$ cat src/rtl/core/pending_size_match_table_macros.svh
// assertion macros for the pending size match table
// used by the top level; expects clk and rst_n in scope
`ifndef PENDING_SIZE_MATCH_TABLE_MACROS_SVH
`define PENDING_SIZE_MATCH_TABLE_MACROS_SVH

// same-cycle implication, disabled in reset
`define PST_ASSERT_IMP(lbl, ante, cons, msg) \
  lbl: assert property (@(posedge clk) disable iff (!rst_n) (ante) |-> (cons)) \
    else $error(msg);

// next-cycle implication, disabled in reset
`define PST_ASSERT_NXT(lbl, ante, cons, msg) \
  lbl: assert property (@(posedge clk) disable iff (!rst_n) (ante) |=> (cons)) \
    else $error(msg);

`endif

$ cat src/rtl/core/pst_pkg.sv
// shared types and codes of the pending size match table
// no dependencies
`default_nettype none

package pst_pkg;

  localparam int HANDLE_W = 64;
  localparam int SIZE_W   = 64;
  localparam int MASK_W   = 32;
  localparam int REQ_W    = 2;
  localparam int STAT_W   = 3;
  localparam int COUNT_W  = 6;

  localparam logic [REQ_W-1:0] REQ_RECORD = 2'd0;
  localparam logic [REQ_W-1:0] REQ_CLAIM  = 2'd1;
  localparam logic [REQ_W-1:0] REQ_FORGET = 2'd2;
  localparam logic [REQ_W-1:0] REQ_RSVD   = 2'd3;

  localparam logic [STAT_W-1:0] ST_DONE     = 3'd0;
  localparam logic [STAT_W-1:0] ST_FULL     = 3'd1;
  localparam logic [STAT_W-1:0] ST_NULL     = 3'd2;
  localparam logic [STAT_W-1:0] ST_NOTFOUND = 3'd3;
  localparam logic [STAT_W-1:0] ST_FALLBACK = 3'd4;

  typedef struct packed {
    logic [HANDLE_W-1:0] handle;
    logic [SIZE_W-1:0]   size;
    logic [MASK_W-1:0]   mask;
  } entry_t;

endpackage

`default_nettype wire

$ cat src/rtl/core/pst_cmp_unit.sv
// shared compare unit: matches a key against the handle or size of an entry
// and builds the updated entry for a record hit; depends on pst_pkg
`default_nettype none

module pst_cmp_unit (
  input  wire logic                        by_size,
  input  wire logic [pst_pkg::SIZE_W-1:0]  key,
  input  wire pst_pkg::entry_t             entry,
  input  wire logic [pst_pkg::SIZE_W-1:0]  upd_size,
  input  wire logic [pst_pkg::MASK_W-1:0]  upd_mask,
  output logic                             hit,
  output pst_pkg::entry_t                  merged
);

  logic [pst_pkg::SIZE_W-1:0] field;

  assign field = by_size ? entry.size : entry.handle;
  assign hit   = (field == key);

  // zero fields leave the stored value alone
  always_comb begin
    merged = entry;
    if (upd_size != '0) begin
      merged.size = upd_size;
    end
    if (upd_mask != '0) begin
      merged.mask = upd_mask;
    end
  end

endmodule

`default_nettype wire

$ cat config.mk
export PLATFORM = sky130hd
export DESIGN_NAME = pst_cmp_unit
export DESIGN_NICKNAME = d
export VERILOG_FILES = /design/src/rtl/core/pending_size_match_table_macros.svh /design/src/rtl/core/pst_pkg.sv /design/src/rtl/core/pst_cmp_unit.sv
export SDC_FILE = /design/constraint.sdc
export NUM_CORES = 1
export LEC_CHECK = 0
export ABC_AREA = 0
export BUFFER_PORTS_ARGS = -buffer_cell sky130_fd_sc_hd__buf_4
export CORE_AREA = 2 2 189 191
export DETAILED_ROUTE_END_ITERATION = 16
export DIE_AREA = 0 0 191 193
export PLACE_DENSITY = 0.3
export SETUP_SLACK_MARGIN = 0.4
export SYNTH_ARGS = -nofsm -noshare
export SYNTH_HDL_FRONTEND = slang
export SYNTH_SLANG_ARGS = --single-unit
export TNS_END_PERCENT = 50
$ cat constraint.sdc
create_clock -name vclk -period 1.8
set_input_delay 0.18 -clock vclk [all_inputs]
set_output_delay 0.18 -clock vclk [all_outputs]
set_load 0.02 [all_outputs]
# Word-level counts from Yosys, hierarchy flattened
# Index checks and enable logic that the tools add are counted.
# W data, S select, Z words.
[totals] regBits=0 elab_cells=6 out_inout_bits=161 in_bits=321
[op_classes] reduce_logical=2 mux=3 eq_ne=1
[op_table] operator="$mux W64" count=2
[op_table] operator="$eq A64 B64 Y1" count=1
[op_table] operator="$reduce_bool A64 Y1" count=1
[op_table] operator="$mux W32" count=1
[op_table] operator="$reduce_bool A32 Y1" count=1

# Longest topological paths before layout
# Gate-level depths: netlist (run 1).
[logic_depth] depth_word=2 mapped_depth=7 ltp_nobuf=5

# Worst setup path after synthesis (run 1)
# OpenSTA, ideal clock, no wires.
[synth_path] path_type="input -> output" start="in by_size" end="out hit" t_arrival_ns=1.892 setup_slack_ns=-0.272 stages=7 path_buffers=2 t_required_ns=1.620 cell_sequence="buf_6 -> buf_2 -> mux2i_1 -> xnor2_1 -> nor4_1 -> nand4_1 -> nor4_1"
[synth_between] elab_chain_len=2
[synth_lines] item="from (decl)" line_no="pst_cmp_unit.sv:6" text="input wire logic by_size,"
[synth_lines] item="$mux W64" line_no="pst_cmp_unit.sv:17" text="assign field = by_size ? entry.size : entry.handle;"
[synth_lines] item="$eq A64 B64 Y1" line_no="pst_cmp_unit.sv:18" text="assign hit = (field == key);"
[synth_lines] item="to (decl)" line_no="pst_cmp_unit.sv:11" text="output logic hit,"
# Every way passes these cells.

==> results.toml, run 1 <==
[run_status]
status = "finished, violations left"
violations = "setup timing"

[critical_path]
worstPathCellList = "buf_6 > nor4_4 > nand4_1 > nor4_4 > buf_4 > buf_12 > buf_12 > buf_12 > a21o_4 > buf_6"
critical_path.slowest_cell = "nor4_4"
cp.depth = 10
path_class = "in2out"
critPathMaxFanout = 6
max_stage_delay_ns = 0.36
startpoint_type = "input pin"
required_ns = 1.62
path_common_cell = "buf_12"
crit_path_end_kind = "output pin"
arrival_ns = 2.04
worst_path_dominant_cell_family = "simple AND/OR/NAND/NOR gates"
worstSetupEndpoint = "merged[75]"
path_buf_inv = 6
crit_start = "upd_size[58]"

[die]
dieArea_um2 = 36900
core_um2 = 35000
fp.dieW_um = 191
initial_core_util = 0.0827
die_y_um = 193
top_level_ports = 482
core.rowCount = 69

[finish]
fillCellCount = 3885
layout.nets = 1234
clockBufferCount = 0
n_antenna_cell = 0
regArea_um2 = 0
drive_gt1_frac = 0.806
fin_cells = 1372
syn_to_final_growth_pct = 218
seq_cells = 0
multiInputGateArea_um2 = 3070

[synth]
avgSynthCellArea_um2 = 8.10
ys_seq_area_frac = 0
syn_area_um2 = 2890
syn-num-nets = 678
ys_warn_count = 0
synth_cell_type_count = 12
syn_inst = 357

[min_path]
holdCritPathClass = "in2out"

[drt]
drc = 0
first_pass_iters = 4
drtIter0Drc = 79
vias = 4772
vias_per_cell = 3.48
wire_per_inst_um = 20.5
postRouteAntennaNets = 0
wl_mm = 28.2

[power_and_ir_drop]
ir_drop_mv = 0.0927
power_density_nw_per_um2 = 246
leakagePower_nw = 4.57

[global_route]
antenna_found_initial = 0
grt_max_degree = 14
grt_pass1_vias = 5236
grt_usage = 0.141
grt_pass1_wl_mm = 37.2
grt-ovfl-total = 0

[sta]
fin_crit_ns = 2.22
hold_viol = 0
fmax_mhz = 451
maxSlewHeadroom = 0.699
setup_ws_ns = -0.417
drv_slew = 0
worst_pin_slew_ns = 0.448
rsz0062_at_grt = "yes"
setup_viol = 65
min_period_over_period = 1.23

[clock_tree]
cts_hold_buffers = 0

[run]
drv_cap = 0

[placement]
placedCellCount = 1355
routabilityCongestion = 0.845
dp_hpwl_mm = 25.5
post-place-ws_ns = -0.844
portBuffers = 482
routing by layer:
layer	vias to the layer above	wire [um]	global-route usage
met1	2198	12000	0.183
met3	4	1530	0.0194
met5	-	0	0
met4	0	91	0.00417
met2	190	14500	0.260
li1	2380	-	-
power breakdown:
part           switching, mW  internal, mW
registers                  0             0
logic                  0.978          1.28
clock network              0             0
Yosys cell counts:
cell type | instances | area [um^2]
mux2i_1 | 64 | 641
clkbuf_1 | 3 | 11.3
a21o_2 | 4 | 35.0
nand4_1 | 10 | 62.6
nor2_1 | 1 | 3.75
a21o_1 | 92 | 691
buf_2 | 3 | 15.0
nor4_1 | 41 | 257
xnor2_1 | 64 | 561
nor4_4 | 1 | 21.3
buf_4 | 64 | 480
buf_6 | 10 | 113
kinds of logic after synthesis:
family                 Yosys count  share of synthesized area
XOR/XNOR                        64                      0.194
AO/OA/AOI/OAI                   96                      0.251
multiplexers                    64                      0.222
AND/OR/NAND/NOR                 53                      0.119
buffers and inverters           80                      0.214
cell type report:
class	count	share of cell area
timing repair buffer	634	0.603
tap	461	0.0627
multi-input combinational	277	0.334
stage by stage:
step                      total power [mW]  hold slack [ns]   util  cell area [um^2]  setup TNS (ns)
after floorplan                      0.852            0.453      -              3450               0
after global placement                2.08            0.571  0.233              8140          -50.58
after detailed placement              2.07            0.571  0.233              8140          -52.65
after CTS                             2.27            0.571  0.261              9120          -23.25
after global routing                  2.40            0.573  0.263              9200          -28.66
final                                 2.26            0.570  0.263              9200          -22.85
worst min path at each step:
stage,end,cells after the start,start
detailed placement,merged[115],2,entry[115]
floorplan,merged[35],1,upd_size[3]
global route,merged[127],2,entry[127]
finish,merged[97],2,entry[97]
global placement,merged[154],2,entry[154]
CTS,merged[97],2,entry[97]
repair_timing:
action,4_1_cts,5_1_grt
endpoints found under the setup margin,97,97
gates cloned,6,0
gates resized for setup,158,16
pin swaps,49,43
setup buffers,11,0
cell usage in the layout, fill, tap and decap left out:
master,n
buf_4,492
mux2i_2,2
nand4_1,10
a21o_4,63
nor4_2,18
a21o_2,1
xnor2_1,64
buf_8,2
a21o_1,32
buf_12,15
nor2_2,1
mux2i_1,62
nor4_4,15
buf_16,7
buf_6,118
nor4_1,9
Note: power is estimated with default switching activity, not from simulation.
==> inputs of run 2 (changes only) <==
--- a/config.mk
+++ b/config.mk
@@ -10,7 +10,7 @@
 export CORE_AREA = 2 2 189 191
 export DETAILED_ROUTE_END_ITERATION = 16
 export DIE_AREA = 0 0 191 193
-export PLACE_DENSITY = 0.3
+export PLACE_DENSITY = 0.4
 export SETUP_SLACK_MARGIN = 0.4
 export SYNTH_ARGS = -nofsm -noshare
 export SYNTH_HDL_FRONTEND = slang
==> run 2 against run 1 <==
Compared with the run above:
- the run still ends with setup timing left
- worst setup slack got worse by 0.12 ns
- core utilization decreased by 0.82 points
- count of clock-buffer cells in the layout unchanged
- combinational power hardly changed
- total power shrank 1.4%
- flip-flop and latch count stayed put
- non-clock buffer count decreased by 23
- via count grew 2.7%
- critical path depth increased by 2
- critical path type unchanged
- largest cell class unchanged
==> results.toml, run 2 (synthesis gave the netlist of run 1 again) <==
[sta]
fin_crit_ns = 2.33
rsz0062_at_grt = "yes"
setup_ws_ns = -0.533
fmax_mhz = 429
totalNegativeSetupSlack_ns = -21.29
min_period_over_period = 1.30
maxSlewHeadroom = 0.706
hold_viol = 0
worst_pin_slew_ns = 0.437
setup_viol = 65
drv_slew = 0

[finish]
n_antenna_cell = 0
layout.nets = 1211
clockBufferCount = 0
fin_cells = 1349
mostFrequentLayoutCells = "buf_4, buf_6, a21o_4, xnor2_1, mux2i_1"
syn_to_final_growth_pct = 208
final_common_cell = "buf_4"
drive_gt1_frac = 0.789
fin_util = 0.255
seq_cells = 0
regArea_um2 = 0

[critical_path]
critical_path.slowest_cell = "nor4_4"
path_class = "in2out"
startpoint_type = "input pin"
max_stage_delay_ns = 0.27
worstSetupEndpoint = "hit"
path_common_cell = "buf_4"
required_ns = 1.62
arrival_ns = 2.15
crit_path_end_kind = "output pin"
critPathMaxFanout = 7
crit_start = "by_size"
worstPathCellList = "buf_12 > buf_12 > buf_6 > mux2i_1 > buf_4 > xnor2_1 > nor4_1 > buf_4 > nand4_1 > buf_4 > nor4_4 > buf_4"

[global_route]
grt_max_degree = 33
grt_pass1_wl_mm = 37.7
grt-ovfl-total = 0
antenna_found_initial = 0
grt_pass1_vias = 5482
grt_usage = 0.144

[placement]
post-place-ws_ns = -0.690
placedCellCount = 1328
dp_hpwl_mm = 25.3
routabilityCongestion = 0.874
portBuffers = 482

[min_path]
holdCritPathClass = "in2out"

[run_status]
violations = "setup timing"
status = "finished, violations left"

[drt]
first_pass_iters = 4
drc = 0
wl_mm = 28.6
wire_per_inst_um = 21.2
drtIter0Drc = 91
vias = 4899
postRouteAntennaNets = 0
vias_per_cell = 3.63

[run]
drv_cap = 0

[die]
die_y_um = 193
top_level_ports = 482
core_um2 = 35000
dieArea_um2 = 36900
core.rowCount = 69
fp.dieW_um = 191
initial_core_util = 0.0827

[power_and_ir_drop]
ir_drop_mv = 0.109
power_density_nw_per_um2 = 250
leakagePower_nw = 4.44
run 2: cell types whose count changed in the layout (fill, tap and decap cells not counted), sizes merged:
cell and delta:
clkbuf +1, buf -24
run 2: repair_timing:
| item | in CTS | in global routing |
|---|---|---|
| pin swaps | 41 | 47 |
| resized for setup | 138 | 21 |
| setup buffers | 11 | 3 |
| hold buffers | 0 | 0 |
| cloned | 6 | 1 |
| endpoints found under the setup margin | 97 | 97 |
run 2: worst max-delay path: cells and delay by family:
kind | cells | cell delay [ns]
multiplexers | 1 | 0.11
buffers and inverters | 7 | 1.07
XOR/XNOR | 1 | 0.11
AND/OR/NAND/NOR | 3 | 0.65
run 2: cell type report:
cell class | instances | area [um^2]
fillers | 3820 | 26100
multi-input cells | 277 | 2980
well taps | 461 | 577
repair buffers | 611 | 5350
run 2: how the worst min path moves through the flow:
stage                 from           to  cells after the start
2_1_floorplan  upd_size[3]   merged[35]                      1
3_3_place_gp    entry[136]  merged[136]                      2
3_5_place_dp    entry[109]  merged[109]                      2
4_1_cts         entry[136]  merged[136]                      2
5_1_grt         entry[136]  merged[136]                      2
6_report        entry[159]  merged[159]                      2
run 2: routing by layer:
metal	wire (um)	up-vias	track usage	part of all wire
li1	-	2338	-	-
met1	10300	2256	0.152	0.36
met2	16100	299	0.308	0.56
met3	2040	6	0.0208	0.071
met4	220	0	0.00686	0.0077
met5	0	-	0	0
run 2: through the flow:
step                      hold WS, ns  power, mW  cell area [um^2]
after floorplan                 0.453      0.852              3450
after global placement          0.569       2.07              7910
after detailed placement        0.569       2.07              7910
after CTS                       0.570       2.24              8750
after global routing            0.572       2.36              8910
final                           0.570       2.23              8910
run 2: power by group:
part / total, mW / switching, mW / internal, mW / leakage, nW
Sequential: 0 / 0 / 0 / 0
Clock: 0 / 0 / 0 / 0
Combinational: 2.23 / 0.971 / 1.26 / 4.44
Total: 2.23 / 0.971 / 1.26 / 4.44
